File: config.mk
export PLATFORM = sky130hd
export DESIGN_NAME = bcomp_div
export DESIGN_NICKNAME = d
export VERILOG_FILES = /design/src/sv/bcomp_div.sv
export SDC_FILE = /design/constraint.sdc
export NUM_CORES = 2
export LEC_CHECK = 0
export ABC_AREA = 0
export ABC_CLOCK_PERIOD_IN_PS = 4200
export BUFFER_PORTS_ARGS = -buffer_cell sky130_fd_sc_hd__buf_2
export CAP_MARGIN = 40
export CELL_PAD_IN_SITES_DETAIL_PLACEMENT = 0
export CELL_PAD_IN_SITES_GLOBAL_PLACEMENT = 1
export CORE_ASPECT_RATIO = 0.9
export CORE_MARGIN = 2
export CORE_UTILIZATION = 50
export DETAILED_ROUTE_END_ITERATION = 16
export PLACE_DENSITY = 0.77
export SLEW_MARGIN = 20
export SYNTH_ARGS = -nofsm -noshare
export SYNTH_HDL_FRONTEND = slang
export SYNTH_SLANG_ARGS = --single-unit
File: constraint.sdc
create_clock -name clk -period 4.2 [get_ports clk]
set_input_delay 0.63 -clock clk [delete_from_list [all_inputs] [get_ports clk]]
set_output_delay 0.63 -clock clk [all_outputs]
set_load 0.02 [all_outputs]
File: src/sv/bcomp_div.sv
// pipelined restoring unsigned divider, one quotient bit per stage
module bcomp_div #(
	parameter int W  = 32,
	parameter int SW = 8
) (
	input  logic          clk,
	input  logic          arst_n,
	input  logic          in_valid,
	input  logic [W-1:0]  in_num,
	input  logic [W-1:0]  in_den,
	input  logic [SW-1:0] in_side,
	output logic          out_valid,
	output logic [W-1:0]  out_quo,
	output logic [SW-1:0] out_side
);

	logic [W:0]    rem_s  [W];
	logic [W-1:0]  nq_s   [W];
	logic [W-1:0]  den_s  [W];
	logic [SW-1:0] side_s [W];
	logic [W-1:0]  vld_s;

	for (genvar g = 0; g < W; g++) begin : g_stage
		logic [W:0]    rem_prev, rem_sh, rem_sub;
		logic [W-1:0]  nq_prev, den_prev;
		logic [SW-1:0] side_prev;
		logic          v_prev;

		// previous stage or divider inputs
		if (g == 0) begin : g_first
			assign rem_prev  = '0;
			assign nq_prev   = in_num;
			assign den_prev  = in_den;
			assign side_prev = in_side;
			assign v_prev    = in_valid;
		end else begin : g_next
			assign rem_prev  = rem_s[g-1];
			assign nq_prev   = nq_s[g-1];
			assign den_prev  = den_s[g-1];
			assign side_prev = side_s[g-1];
			assign v_prev    = vld_s[g-1];
		end

		// shift in next dividend bit, trial subtract
		assign rem_sh  = {rem_prev[W-1:0], nq_prev[W-1]};
		assign rem_sub = rem_sh - {1'b0, den_prev};

		always_ff @(posedge clk or negedge arst_n) begin
			if (!arst_n) begin
				vld_s[g] <= 1'b0;
			end else begin
				vld_s[g] <= v_prev;
			end
		end

		always_ff @(posedge clk) begin
			den_s[g]  <= den_prev;
			side_s[g] <= side_prev;
			if (rem_sh >= {1'b0, den_prev}) begin
				rem_s[g] <= rem_sub;
				nq_s[g]  <= {nq_prev[W-2:0], 1'b1};
			end else begin
				rem_s[g] <= rem_sh;
				nq_s[g]  <= {nq_prev[W-2:0], 1'b0};
			end
		end
	end

	assign out_valid = vld_s[W-1];
	assign out_quo   = nq_s[W-1];
	assign out_side  = side_s[W-1];

endmodule

==> impl_metrics.toml <==
[job]
max_cap_viol_count = 0

[logic_synthesis]
ys_seq_area_share_pct = 50.57
yosys_warnings = 0
synth_area_leader_cell = "dfxtp_1"
synth_edf_count = 0
synthesis.nets = 14260
synth-main-ff-cell = "dfxtp_1"
synth_top_area_share_pct = 49.95
syn_avg_cell_area_um2 = 9.939
syn_inst = 13161
synth_seq_cells = 3296
synth_cell_types = 96
synth.cell_area_um2 = 130800
async_reset_ff_share_pct = 0.9709
ys_top_cells_by_area = "dfxtp_1, ha_1, a21oi_1"

[worst_setup_path]
cp.required_ps = 4960
r2r_slack_ps = 180
startpoint_type = "register"
r2r_start = "nq_s[0][287]"
path_class = "register to register"
critical_path.startpoint = "nq_s[0][287]"
cp-end-kind = "register"
worstPathMaxFanout = 3
worstPathArrival_ps = 4790

[finish]
fillers = 22783
drive_gt1_share_pct = 9.292
final_common_cell = "dfxtp_1"
fin_cells = 17243
nNetsFinal = 14573
area_growth_pct = 13.07
final_cell_mix = "dfxtp_1, inv_1, a21oi_1"

[floorplan]
start_util_pct = 50.16
ios = 116
die_h_um = 489.2
die-area_um2 = 265700
die_x_um = 543.1
core_area_um2 = 260800
row_count = 178

[worst_hold_path]
holdCritPathClass = "input port to register"
min_from = "in_num[31]"

[clocking]
h-tree-depth = 5
cts-buffers-inserted = 328
cts_tree = "done"
clk_pin_slew_worst_paths_ps = 60
cts-root-buf = "clkbuf_16"
cts_sinks = 3296
ctsLongestPathBuffers = 4
clk_latency_ps = 890

[power_and_ir_drop]
power_leakage_nw = 69.46
power_mw = 79.69
power.density_nw_per_um2 = 538.8
max-vdd-ir-drop_uv = 429.0

[sta]
holdWs_ps = 92.10
fin_crit_ps = 4023
fin_skew_ps = 61.29
finalCritPeriodShare_pct = 95.79
hold_viol = 0
slew-limit-headroom_pct = 42.32
setup-violations-final = 0
slew_viol_final = 0
clock.fmax_mhz = 248.6
max_slew.worst_pin.slew_ps = 854.0

[placement]
dp_hpwl_mm = 239.9
placedCellCount = 16577
io_buffers = 115
place.gp.congestion = 0.9214

[global_routing]
grt_pass1_vias = 89549
grt_antenna_before_repair = 8
grt_pass1_wl_mm = 485.3
overflow = 0
track_usage_pct = 22.79
grt_max_degree = 63

[detailed_routing]
dr.pass1.iters = 6
wl_per_cell_um = 17.95
drt_iter0_markers = 6386
wl_mm = 309.4
vias = 90974
ant_nets = 0
post-route-drc-count = 0
viasPerCell = 5.276

[run_status]
status = "finished, final reports clean"
==> critical path, stage by stage, from the launching register on <==
cell and delay (ps):
dfxtp_1 330, inv_1 40, ha_1 230, fa_1 400
nand2b_1 160, a21boi_0 240, o21ai_0 260, a2111oi_0 760
buf_4 230, nor4_1 80, o311ai_0 490, a31o_2 270
nand3_1 80, nand2_1 100, xnor2_1 60, o21ai_0 200
==> path summary, 6_finish.rpt <==
path,to,cells after the start
setup reg to reg,rem_s[9][30],15
setup / recovery,rem_s[9][30],15
hold / removal,rem_s[0][0],3
min in group asynchronous,g_stage[31].v_prev,2
max in group asynchronous,g_stage[3].v_prev,2
hold reg to reg,nq_s[1][216],0
==> power by group <==
part           switching [mW]  total (mW)  internal, mW  leakage, nW
sequential               1.44        35.0          33.6         27.5
combinational            8.07        14.7          6.65         36.5
clock                    12.2        30.0          17.8         5.45
==> final cells by class <==
type,count,area (µm²),area share (%)
timing repair buffer,312,2572,1.739
inverter,1290,4842,3.274
clock inverter,143,1972,1.333
multi-input combinational,8246,58720,39.70
tap,3510,4392,2.969
sequential,3296,66140,44.72
clock buffer,445,9256,6.258
antenna,1,2.502,0.001692
==> cell usage after synthesis, types with 153 or more instances <==
cell	instances
dfxtp_1	3264
inv_1	1288
a21oi_1	1016
ha_1	994
nand2_1	813
o21ai_0	792
nor2_1	679
a21o_1	537
xnor2_1	473
mux2_2	412
xor2_1	329
clkbuf_1	281
nand3_1	199
nand4_1	165
nor2b_1	153
==> logic make-up after synthesis <==
| group | Yosys count | synth area share (%) |
|---|---|---|
| buf+inv | 1619 | 4.700 |
| fa+ha+maj | 1024 | 9.967 |
| compound gates | 3315 | 15.88 |
| mux | 455 | 3.878 |
| xor+xnor | 802 | 5.370 |
| flops | 3296 | 50.57 |
| simple gates | 2650 | 9.635 |
==> flip-flops by register name (all words and copies together) (netlist names) <==
name / count
out_valid: 1
den_s: 992
nq_s: 1024
rem_s: 992
side_s: 256
g_stage.v_prev: 31
==> through the flow <==
step	utilization, %	setup TNS, ps	worst slack (ps)	instance area [µm²]
after floorplan	-	0	679.6	130800
after global placement	52.09	0	245.8	135800
after detailed placement	52.10	0	112.9	135900
after CTS	56.68	0	112.1	147800
after global routing	56.71	-45.86	-17.69	147900
final	56.71	0	176.7	147900
==> repair_timing <==
item,in CTS,in global routing
setup buffers,0,2
setup endpoints to repair,0,83
resized for setup,0,9
hold buffers,73,0
hold endpoints to repair,104,0
==> layer usage <==
metal	track usage [%]	part of all wire (%)	up-vias
li1	-	-	45944
met1	29.45	45	42560
met2	39.82	48	1940
met3	2.621	4.3	530
met4	6.712	2.7	0
met5	0	0	-
Note: power is estimated with default switching activity, not from simulation.
